### src/rtl/alm_pkg.sv
// ----------------------------------------------------------------------------
// alm_pkg
// shared types and constants for the two-tap audio level meter
// ----------------------------------------------------------------------------
`default_nettype none

package alm_pkg;

    localparam int NUM_TAPS = 2;
    localparam int TAP_W    = 1;
    localparam int MAG_W    = 31;
    localparam logic [30:0] MAG_MAX = 31'h7fffffff;
    localparam logic [9:0]  PER_MILLE = 10'd1000;
    localparam logic [7:0]  QVAL_SAT  = 8'd31;

    localparam logic ACT_SAMPLE = 1'b0;
    localparam logic ACT_REPORT = 1'b1;

    // one item as it travels through the queue
    typedef struct packed {
        logic        action;
        logic        tap;
        logic [31:0] sample;
        logic        wide_format;
        logic        frame_start;
        logic [15:0] frame_bytes;
        logic [31:0] fmt_generation;
        logic        active_flag;
        logic [7:0]  qval;
    } item_t;

    // handshake between the accumulator and the report divider
    typedef struct packed {
        logic        tap;
        logic [31:0] frames;
        logic [31:0] bytes;
        logic [31:0] cnt;
        logic [30:0] peak;
        logic [63:0] sum;
        logic [30:0] fs;
        logic        changed;
    } rpt_req_t;

    typedef struct packed {
        logic        report_tap;
        logic [31:0] frame_count;
        logic [31:0] byte_count;
        logic [31:0] sampled_count;
        logic [30:0] peak_level;
        logic [30:0] mean_level;
        logic [31:0] peak_per_mille;
        logic [31:0] mean_per_mille;
        logic        status_changed;
    } result_t;

    function automatic logic [30:0] magnitude(logic [31:0] raw, logic wide);
        logic [31:0] m;
        if (wide)
            m = raw[31] ? (32'd0 - raw) : raw;
        else
            m = raw[15] ? {16'd0, 16'd0 - raw[15:0]} : {16'd0, raw[15:0]};
        if (m > {1'b0, MAG_MAX})
            m = {1'b0, MAG_MAX};
        return m[30:0];
    endfunction

    function automatic logic [30:0] scale_for(logic [7:0] q);
        logic [31:0] one_sh;
        if (q == 8'd0 || q >= QVAL_SAT)
            return MAG_MAX;
        one_sh = 32'd1 << q[4:0];
        return one_sh[30:0] - 31'd1;
    endfunction

endpackage

`default_nettype wire

### src/rtl/alm_front.sv
// ----------------------------------------------------------------------------
// alm_front
// input stage and two-entry queue towards the accumulator
// ----------------------------------------------------------------------------
`default_nettype none

module alm_front (
    input  wire logic          clk,
    input  wire logic          rst_n,
    input  wire logic          in_valid,
    output logic               in_ready,
    input  wire alm_pkg::item_t in_item,
    output logic               q_valid,
    input  wire logic          q_ready,
    output alm_pkg::item_t     q_item
);
    import alm_pkg::*;

    item_t      mem_reg [2];
    logic       wr_ptr_reg, rd_ptr_reg;
    logic [1:0] cnt_reg;
    logic       push, pop;

    assign in_ready = (cnt_reg != 2'd2);
    assign q_valid  = (cnt_reg != 2'd0);
    assign push     = in_valid && in_ready;
    assign pop      = q_valid && q_ready;
    assign q_item   = mem_reg[rd_ptr_reg];

    always_ff @(posedge clk)
    begin
        if (push)
            mem_reg[wr_ptr_reg] <= in_item;
    end

    always_ff @(posedge clk or negedge rst_n)
    begin
        if (!rst_n)
        begin
            wr_ptr_reg <= 1'b0;
            rd_ptr_reg <= 1'b0;
            cnt_reg    <= 2'd0;
        end
        else
        begin
            if (push) wr_ptr_reg <= ~wr_ptr_reg;
            if (pop)  rd_ptr_reg <= ~rd_ptr_reg;
            cnt_reg <= cnt_reg + {1'b0, push} - {1'b0, pop};
        end
    end

    a_no_overflow: assert property (@(posedge clk) disable iff (!rst_n)
        cnt_reg == 2'd2 |-> !push) else $error("queue overflow");
    a_count_ok: assert property (@(posedge clk) disable iff (!rst_n)
        cnt_reg != 2'd3) else $error("queue count out of range");
    a_pop_nonempty: assert property (@(posedge clk) disable iff (!rst_n)
        pop |-> cnt_reg != 2'd0) else $error("pop from empty queue");

endmodule

`default_nettype wire

### src/rtl/alm_accum.sv
// ----------------------------------------------------------------------------
// alm_accum
// per-tap statistics; hands reports to the divider
// ----------------------------------------------------------------------------
`default_nettype none

module alm_accum (
    input  wire logic             clk,
    input  wire logic             rst_n,
    input  wire logic [7:0]       decimation,
    input  wire logic             q_valid,
    output logic                  q_ready,
    input  wire alm_pkg::item_t   q_item,
    output logic                  req_valid,
    input  wire logic             req_ready,
    output alm_pkg::rpt_req_t     req
);
    import alm_pkg::*;

    logic [31:0] frames_reg  [NUM_TAPS];
    logic [31:0] bytes_reg   [NUM_TAPS];
    logic [31:0] sampled_reg [NUM_TAPS];
    logic [30:0] peak_reg    [NUM_TAPS];
    logic [63:0] sum_reg     [NUM_TAPS];
    logic [31:0] gen_reg     [NUM_TAPS];
    logic        act_reg     [NUM_TAPS];
    logic [7:0]  phase_reg   [NUM_TAPS];

    logic        req_valid_reg;
    rpt_req_t    req_reg;

    logic        t;
    logic        take;
    logic [7:0]  dec, ph, ph_inc;
    logic [30:0] mag;
    logic        changed;
    logic        emit;

    assign t       = q_item.tap;
    // a report may only go when the output slot is free
    assign q_ready = (q_item.action == ACT_SAMPLE) || !req_valid_reg || req_ready;
    assign take    = q_valid && q_ready;
    assign dec     = (decimation == 8'd0) ? 8'd1 : decimation;
    assign ph      = q_item.frame_start ? 8'd0 : phase_reg[t];
    assign ph_inc  = ph + 8'd1;
    assign mag     = magnitude(q_item.sample, q_item.wide_format);
    assign changed = (gen_reg[t] != q_item.fmt_generation)
                  || (act_reg[t] != q_item.active_flag);
    assign emit    = (frames_reg[t] != 32'd0) || changed;

    assign req_valid = req_valid_reg;
    assign req       = req_reg;

    always_ff @(posedge clk)
    begin
        if (take && q_item.action == ACT_REPORT && emit)
        begin
            req_reg.tap     <= t;
            req_reg.frames  <= frames_reg[t];
            req_reg.bytes   <= bytes_reg[t];
            req_reg.cnt     <= sampled_reg[t];
            req_reg.peak    <= peak_reg[t];
            req_reg.sum     <= sum_reg[t];
            req_reg.fs      <= scale_for(q_item.qval);
            req_reg.changed <= changed;
        end
    end

    always_ff @(posedge clk or negedge rst_n)
    begin
        if (!rst_n)
        begin
            req_valid_reg <= 1'b0;
            for (int i = 0; i < NUM_TAPS; i++)
            begin
                frames_reg[i]  <= '0;
                bytes_reg[i]   <= '0;
                sampled_reg[i] <= '0;
                peak_reg[i]    <= '0;
                sum_reg[i]     <= '0;
                gen_reg[i]     <= '0;
                act_reg[i]     <= 1'b0;
                phase_reg[i]   <= '0;
            end
        end
        else
        begin
            if (req_valid_reg && req_ready)
                req_valid_reg <= 1'b0;
            if (take)
            begin
                if (q_item.action == ACT_SAMPLE)
                begin
                    if (q_item.frame_start)
                    begin
                        frames_reg[t] <= frames_reg[t] + 32'd1;
                        bytes_reg[t]  <= bytes_reg[t] + {16'd0, q_item.frame_bytes};
                    end
                    if (ph == 8'd0)
                    begin
                        if (mag > peak_reg[t])
                            peak_reg[t] <= mag;
                        sum_reg[t]     <= sum_reg[t] + {33'd0, mag};
                        sampled_reg[t] <= sampled_reg[t] + 32'd1;
                    end
                    phase_reg[t] <= (ph_inc >= dec) ? 8'd0 : ph_inc;
                end
                else
                begin
                    frames_reg[t]  <= '0;
                    bytes_reg[t]   <= '0;
                    sampled_reg[t] <= '0;
                    peak_reg[t]    <= '0;
                    sum_reg[t]     <= '0;
                    gen_reg[t]     <= q_item.fmt_generation;
                    act_reg[t]     <= q_item.active_flag;
                    if (emit)
                        req_valid_reg <= 1'b1;
                end
            end
        end
    end

    a_req_hold: assert property (@(posedge clk) disable iff (!rst_n)
        req_valid_reg && !req_ready |=> req_valid_reg && $stable(req_reg))
        else $error("report request dropped");
    a_phase_range: assert property (@(posedge clk) disable iff (!rst_n)
        take && q_item.action == ACT_SAMPLE |=> phase_reg[$past(t)] < $past(dec))
        else $error("phase beyond decimation");
    a_report_clears: assert property (@(posedge clk) disable iff (!rst_n)
        take && q_item.action == ACT_REPORT |=> sampled_reg[$past(t)] == 32'd0)
        else $error("report did not clear");

endmodule

`default_nettype wire

### src/rtl/alm_report.sv
// ----------------------------------------------------------------------------
// alm_report
// restoring divider for mean and per-mille figures, one bit a cycle
// ----------------------------------------------------------------------------
`default_nettype none

module alm_report (
    input  wire logic             clk,
    input  wire logic             rst_n,
    input  wire logic             req_valid,
    output logic                  req_ready,
    input  wire alm_pkg::rpt_req_t req,
    output logic                  res_valid,
    input  wire logic             res_ready,
    output alm_pkg::result_t      res
);
    import alm_pkg::*;

    localparam logic [2:0] ST_IDLE = 3'd0;
    localparam logic [2:0] ST_MEAN = 3'd1;
    localparam logic [2:0] ST_PMP  = 3'd2;
    localparam logic [2:0] ST_PMM  = 3'd3;
    localparam logic [2:0] ST_OUT  = 3'd4;

    logic [2:0]  state_reg, state_next;
    logic [6:0]  bit_reg;
    rpt_req_t    r_reg;
    logic [63:0] quo_reg;
    logic [63:0] rem_reg;
    logic [63:0] dvd_reg;
    logic [31:0] dvs_reg;
    logic [30:0] mean_reg;
    logic [31:0] pmp_reg;
    result_t     res_reg;
    logic        res_valid_reg;

    logic [64:0] rem_sh;
    logic        ge;
    logic [63:0] rem_new;
    logic [63:0] quo_new;
    logic [40:0] prod;
    logic        last;
    logic [30:0] mean_sat;

    assign rem_sh  = {rem_reg, dvd_reg[63]};
    assign ge      = rem_sh >= {33'd0, dvs_reg};
    assign rem_new = ge ? (rem_sh[63:0] - {32'd0, dvs_reg}) : rem_sh[63:0];
    assign quo_new = {quo_reg[62:0], ge};
    assign last    = (bit_reg == 7'd0);
    assign mean_sat = (quo_new[63:31] != 33'd0) ? MAG_MAX : quo_new[30:0];

    // peak per-mille dividend: peak times 1000, 41 bits placed at the top of the dividend register
    assign prod = {10'd0, r_reg.peak} * {31'd0, PER_MILLE};

    assign req_ready = (state_reg == ST_IDLE);
    assign res_valid = res_valid_reg;
    assign res       = res_reg;

    always_comb
    begin
        state_next = state_reg;
        case (state_reg)
            ST_IDLE: if (req_valid) state_next = ST_MEAN;
            ST_MEAN: if (last || r_reg.cnt == 32'd0) state_next = ST_PMP;
            ST_PMP:  if (last) state_next = ST_PMM;
            ST_PMM:  if (last) state_next = ST_OUT;
            ST_OUT:  if (!res_valid_reg || res_ready) state_next = ST_IDLE;
            default: state_next = ST_IDLE;
        endcase
    end

    always_ff @(posedge clk)
    begin
        case (state_reg)
            ST_IDLE:
            begin
                r_reg   <= req;
                dvd_reg <= req.sum;
                dvs_reg <= req.cnt;
                rem_reg <= '0;
                quo_reg <= '0;
                bit_reg <= 7'd63;
            end
            ST_MEAN, ST_PMP, ST_PMM:
            begin
                rem_reg <= rem_new;
                quo_reg <= quo_new;
                dvd_reg <= {dvd_reg[62:0], 1'b0};
                bit_reg <= bit_reg - 7'd1;
                if (state_reg == ST_MEAN && (last || r_reg.cnt == 32'd0))
                begin
                    mean_reg <= (r_reg.cnt == 32'd0) ? 31'd0 : mean_sat;
                    dvd_reg  <= {prod, 23'd0};
                    dvs_reg  <= {1'b0, r_reg.fs};
                    rem_reg  <= '0;
                    quo_reg  <= '0;
                    bit_reg  <= 7'd40;
                end
                else if (state_reg == ST_PMP && last)
                begin
                    pmp_reg  <= quo_new[31:0];
                    dvd_reg  <= {{10'd0, mean_reg} * {31'd0, PER_MILLE}, 23'd0};
                    rem_reg  <= '0;
                    quo_reg  <= '0;
                    bit_reg  <= 7'd40;
                end
            end
            ST_OUT:
            begin
                // quo_reg holds the mean per-mille quotient until the slot frees
                if (!res_valid_reg || res_ready)
                begin
                    res_reg.report_tap     <= r_reg.tap;
                    res_reg.frame_count    <= r_reg.frames;
                    res_reg.byte_count     <= r_reg.bytes;
                    res_reg.sampled_count  <= r_reg.cnt;
                    res_reg.peak_level     <= r_reg.peak;
                    res_reg.mean_level     <= mean_reg;
                    res_reg.peak_per_mille <= pmp_reg;
                    res_reg.mean_per_mille <= quo_reg[31:0];
                    res_reg.status_changed <= r_reg.changed;
                end
            end
            default: ;
        endcase
    end

    always_ff @(posedge clk or negedge rst_n)
    begin
        if (!rst_n)
        begin
            state_reg     <= ST_IDLE;
            res_valid_reg <= 1'b0;
        end
        else
        begin
            state_reg <= state_next;
            if (res_valid_reg && res_ready)
                res_valid_reg <= 1'b0;
            if (state_reg == ST_OUT && (!res_valid_reg || res_ready))
                res_valid_reg <= 1'b1;
        end
    end

    a_res_hold: assert property (@(posedge clk) disable iff (!rst_n)
        res_valid_reg && !res_ready |=> res_valid_reg && $stable(res_reg))
        else $error("result changed while stalled");
    a_busy_not_ready: assert property (@(posedge clk) disable iff (!rst_n)
        state_reg != ST_IDLE |-> !req_ready) else $error("ready while busy");
    a_start: assert property (@(posedge clk) disable iff (!rst_n)
        req_valid && req_ready |=> state_reg == ST_MEAN) else $error("divider not started");

endmodule

`default_nettype wire

### src/rtl/audio_level_meter_two_tap_core.sv
// ----------------------------------------------------------------------------
// audio_level_meter_two_tap_core
// peak and mean level meter for a near and a far audio tap
//
//  channel   dir   handshake                 words
//  input     in    in_valid / in_ready       action, tap, sample, ...
//  result    out   out_valid / out_ready     report_tap ... status_changed
//  config    in    decimation_we             decimation
//
//  a sample word is registered in the queue before the accumulators take it, and may wait behind a stalled report
//  a report word passes through the divider before out_valid: 64 mean
//  steps, then 41 + 41 per-mille steps
//  with no samples in the interval the mean takes one step instead of 64
//  a report stalls the queue only while the previous one still waits for the busy divider
//  reset clears all per-tap statistics and sets decimation to one
// ----------------------------------------------------------------------------
`default_nettype none

module audio_level_meter_two_tap_core (
    input  wire logic        clk,
    input  wire logic        rst_n,
    input  wire logic        decimation_we,
    input  wire logic [7:0]  decimation_wdata,
    input  wire logic        in_valid,
    output logic             in_ready,
    input  wire logic        action,
    input  wire logic        tap,
    input  wire logic signed [31:0] sample,
    input  wire logic        wide_format,
    input  wire logic        frame_start,
    input  wire logic [15:0] frame_bytes,
    input  wire logic [31:0] fmt_generation,
    input  wire logic        active_flag,
    input  wire logic [7:0]  qval,
    output logic             out_valid,
    input  wire logic        out_ready,
    output logic             report_tap,
    output logic [31:0]      frame_count,
    output logic [31:0]      byte_count,
    output logic [31:0]      sampled_count,
    output logic [30:0]      peak_level,
    output logic [30:0]      mean_level,
    output logic [31:0]      peak_per_mille,
    output logic [31:0]      mean_per_mille,
    output logic             status_changed
);
    import alm_pkg::*;

    logic [7:0] decimation_reg;
    item_t      in_item, q_item;
    logic       q_valid, q_ready;
    logic       req_valid, req_ready;
    rpt_req_t   req;
    result_t    res;

    always_ff @(posedge clk or negedge rst_n)
    begin
        if (!rst_n)
            decimation_reg <= 8'd1;
        else if (decimation_we)
            decimation_reg <= decimation_wdata;
    end

    always_comb
    begin
        in_item.action         = action;
        in_item.tap            = tap;
        in_item.sample         = sample;
        in_item.wide_format    = wide_format;
        in_item.frame_start    = frame_start;
        in_item.frame_bytes    = frame_bytes;
        in_item.fmt_generation = fmt_generation;
        in_item.active_flag    = active_flag;
        in_item.qval           = qval;
    end

    alm_front u_front (
        .clk(clk), .rst_n(rst_n),
        .in_valid(in_valid), .in_ready(in_ready), .in_item(in_item),
        .q_valid(q_valid), .q_ready(q_ready), .q_item(q_item)
    );

    alm_accum u_accum (
        .clk(clk), .rst_n(rst_n), .decimation(decimation_reg),
        .q_valid(q_valid), .q_ready(q_ready), .q_item(q_item),
        .req_valid(req_valid), .req_ready(req_ready), .req(req)
    );

    alm_report u_report (
        .clk(clk), .rst_n(rst_n),
        .req_valid(req_valid), .req_ready(req_ready), .req(req),
        .res_valid(out_valid), .res_ready(out_ready), .res(res)
    );

    assign report_tap     = res.report_tap;
    assign frame_count    = res.frame_count;
    assign byte_count     = res.byte_count;
    assign sampled_count  = res.sampled_count;
    assign peak_level     = res.peak_level;
    assign mean_level     = res.mean_level;
    assign peak_per_mille = res.peak_per_mille;
    assign mean_per_mille = res.mean_per_mille;
    assign status_changed = res.status_changed;

endmodule

`default_nettype wire

### config.mk
export PLATFORM = sky130hd
export DESIGN_NAME = audio_level_meter_two_tap_core
export DESIGN_NICKNAME = d
export VERILOG_FILES = /design/src/rtl/alm_pkg.sv /design/src/rtl/alm_front.sv /design/src/rtl/alm_accum.sv /design/src/rtl/alm_report.sv /design/src/rtl/audio_level_meter_two_tap_core.sv
export SDC_FILE = /design/constraint.sdc
export NUM_CORES = 2
export LEC_CHECK = 0
export BUFFER_PORTS_ARGS = -buffer_cell sky130_fd_sc_hd__buf_4
export CORE_ASPECT_RATIO = 1.75
export CORE_UTILIZATION = 49
export CTS_CLUSTER_SIZE = 14
export DETAILED_ROUTE_END_ITERATION = 10
export GPL_TIMING_DRIVEN = 0
export PLACE_DENSITY = 0.66
export SLEW_MARGIN = 20
export SYNTH_ARGS = -nofsm -noshare
export SYNTH_HDL_FRONTEND = slang
export SYNTH_HIERARCHICAL = 1
export SYNTH_SLANG_ARGS = --single-unit
export TNS_END_PERCENT = 10
### constraint.sdc
create_clock -name clk -period 22.1 [get_ports clk]
set_input_delay 5.525 -clock clk [delete_from_list [all_inputs] [get_ports clk]]
set_output_delay 5.525 -clock clk [all_outputs]
set_load 0.005 [all_outputs]
==> flow_summary.yaml <==
sta:
  period_share: 0.463
  period_minus_slack_ns: 10.23
  final_hold_viol_count: 0
  max_clock_freq_mhz: 97.8
  rsz0062_at_grt: "false"
  setup_ws_ns: 11.87
  worst_pin_slew_ns: 1.15
  skew_ns: 0.0502
  maxSlewHeadroom: 0.228
  finalMaxSlewViolations: 0
  setup_viol: 0
logic_synthesis:
  synth_ff_type: "edfxtp_1"
  syn-cell-area_mm2: 0.0782
  syn_area_per_cell_um2: 12.8
  synth_edf_count: 1087
  synth_largest_area_cell: "edfxtp_1"
  synthMuxAreaShare: 0.0564
  synth_top_family_by_area: "compound AO/OA/AOI/OAI gates"
  synthTopCellsByArea: "edfxtp_1, dfrtp_1, fa_1, ha_1, mux2_2"
  netlist_instances: 6096
  synth_xor_area_frac: 0.0384
  synth_fa_ha_area_frac: 0.106
  postSynthRegisterBits: 1568
  ys_seq_area_frac: 0.571
  synth_top_area_share: 0.417
  synth.net_count: 6724
  synthDistinctLibCells: 104
  synth_compound_area_frac: 0.108
  synthArstFlopShare: 0.307
  yosysWarnings: 6
  synthSimpleGateAreaFrac: 0.0799
global_routing:
  grtUsageMet2: 0.466
  use_met3: 0.0307
  busiest_layer: "met2"
  grt_pass1_wl_um: 312000
  grt_pass1_vias: 52700
  grt-ovfl-total: 0
  antenna_found_initial: 5
  grt_util_all_layers: 0.253
  use_met1: 0.280
  grt_max_degree: 100
critical_path:
  crit_arrival_ns: 10.90
  cp_top_family: "buffers and inverters"
  crit_top_cell: "buf_2"
  cp.required_ns: 22.78
  startpoint_type: "register"
  crit_fanout: 10
  crit_slowest_cell: "clkbuf_1"
  criticalPathCategory: "register to register"
  crit_path_end_kind: "register"
  slowest_delay_ns: 0.61
  path_buf_inv: 14
finish:
  n_fill_cell: 12900
  nNetsFinal: 7257
  final_area_mm2: 0.0889
  drive_above_1_share: 0.151
  areaGrowthSynthToFinish_pct: 13.6
die:
  num_rows: 193
  ioPinCount: 332
  die_w_um: 304
  die-area_mm2: 0.161
  die_y_um: 531
  start_util: 0.495
  design.core.area_mm2: 0.158
detailed_routing:
  first_pass_iters: 6
  drc: 0
  via_per_inst: 5.71
  wl_per_cell_um: 23.1
  ant_nets: 0
  drt_iter0_drc: 3460
  route.vias.total: 50200
  totalWireLength_um: 203000
clocking:
  cts-resized-gates: 0
  max-clock-path-buffers: 4
  clk_pin_slew_ns: 0.08
  clk-insertion-delay-late_ns: 0.81
  ctsRootBufferMaster: "clkbuf_16"
  ctsHoldBuffers: 0
  cts_buffers: 156
  cts_tree: "built"
  post_cts_buffers: 0
  cts_sinks: 1568
  cts_max_level: 4
place:
  place_area_mm2: 0.0841
  dp_hpwl_um: 152000
  io_buffer_count: 330
  place_ws_ns: 11.98
  gp_congestion: 0.937
worst_hold_path:
  hold_path.class: "register to register"
outcome:
  status: "finished, final reports clean"
run:
  max_cap_viol_count: 0
## metrics by stage
| step | std cells | TNS (ns) | hold WS, ns | util |
|---|---|---|---|---|
| floorplan | 6096 | 0 | 0.400 | - |
| global placement | 8473 | -3243.11 | 0.401 | 0.526 |
| detailed placement | 8518 | 0 | 0.405 | 0.532 |
| CTS | 8783 | 0 | 0.404 | 0.562 |
| global route | 8784 | 0 | 0.406 | 0.562 |
| finish | 8785 | 0 | 0.403 | 0.562 |
## cell type report
class | count | area [um2] | area share
sequential | 1568 | 44700 | 0.502
antenna | 2 | 5.00 | 0.0000563
timing repair buffer | 375 | 3260 | 0.0367
clock inverter | 52 | 493 | 0.00554
multi-input combinational | 3735 | 30400 | 0.342
buffer | 265 | 1210 | 0.0136
clock buffer | 213 | 4280 | 0.0482
tap | 2047 | 2560 | 0.0288
inverter | 528 | 1990 | 0.0224
## placed cells by master, fill, tap and decap left out, types with 38 or more instances in the layout
cell type | synthesis | routed
buf_2 | 43 | 44
a21oi_1 | 214 | 214
a21o_1 | 92 | 92
buf_4 | 15 | 361
mux2_2 | 261 | 261
ha_1 | 292 | 292
nand3_1 | 101 | 101
a211oi_1 | 39 | 39
nand4_1 | 69 | 69
nor2_1 | 241 | 240
and2_1 | 81 | 81
and3_1 | 40 | 38
o21a_1 | 47 | 47
xor2_1 | 90 | 90
clkbuf_16 | 0 | 159
xnor2_1 | 240 | 240
a22o_1 | 333 | 333
inv_1 | 526 | 525
nor4_1 | 46 | 44
clkbuf_1 | 171 | 215
mux2i_1 | 133 | 133
nor3_1 | 85 | 83
dfrtp_1 | 480 | 480
edfxtp_1 | 1087 | 1087
o21ai_0 | 226 | 226
fa_1 | 230 | 230
nand2_1 | 456 | 456
## cell usage after synthesis (all sizes together) (39+ instances only)
master,number
o21ai,232
a211oi,39
xor2,90
o21a,47
a21oi,215
dfrtp,480
inv,527
buf,92
and2,81
a22o,333
nor4,55
a21o,92
nor2,241
mux2i,134
mux2,269
nand2,458
xnor2,247
and3,40
edfxtp,1087
nor3,87
clkbuf,173
fa,230
nand4,69
nand3,107
ha,292
## metal layers
layer / share of wire / routed length (um)
met1: 0.37 / 75600
met2: 0.53 / 107000
met3: 0.041 / 8310
met4: 0.061 / 12300
met5: 0.00017 / 34
## final timing paths
kind                                     from                  end  slack [ns]  depth (start not counted)
min reg2reg                  u_accum/req[121]  u_report/r_reg[121]        0.40                          0
max in group asynchronous               rst_n  u_accum/sum_reg[85]       15.82                          4
max                        u_front/rd_ptr_reg  u_accum/sum_reg[54]       11.87                         27
min in group asynchronous               rst_n  u_accum/gen_reg[50]        4.58                          1
min                          u_accum/req[121]  u_report/r_reg[121]        0.40                          0
max reg2reg                u_front/rd_ptr_reg  u_accum/sum_reg[54]       11.87                         27
## cell families (layout without fill, tap and decap cells)
kind of cell               Yosys count  after routing
muxes                              403            403
and+or+nand+nor                   1280           1280
other                                1              3
DFF                               1568           1568
AOI/OAI and AO/OA                 1191           1191
adders and majority gates          523            523
buffers and inverters              793           1433
xor gates and xnor gates           337            337
Power is left out: the tool's default activity adds up to more than one toggle a clock period on the data nets, which glitch-free logic cannot reach.
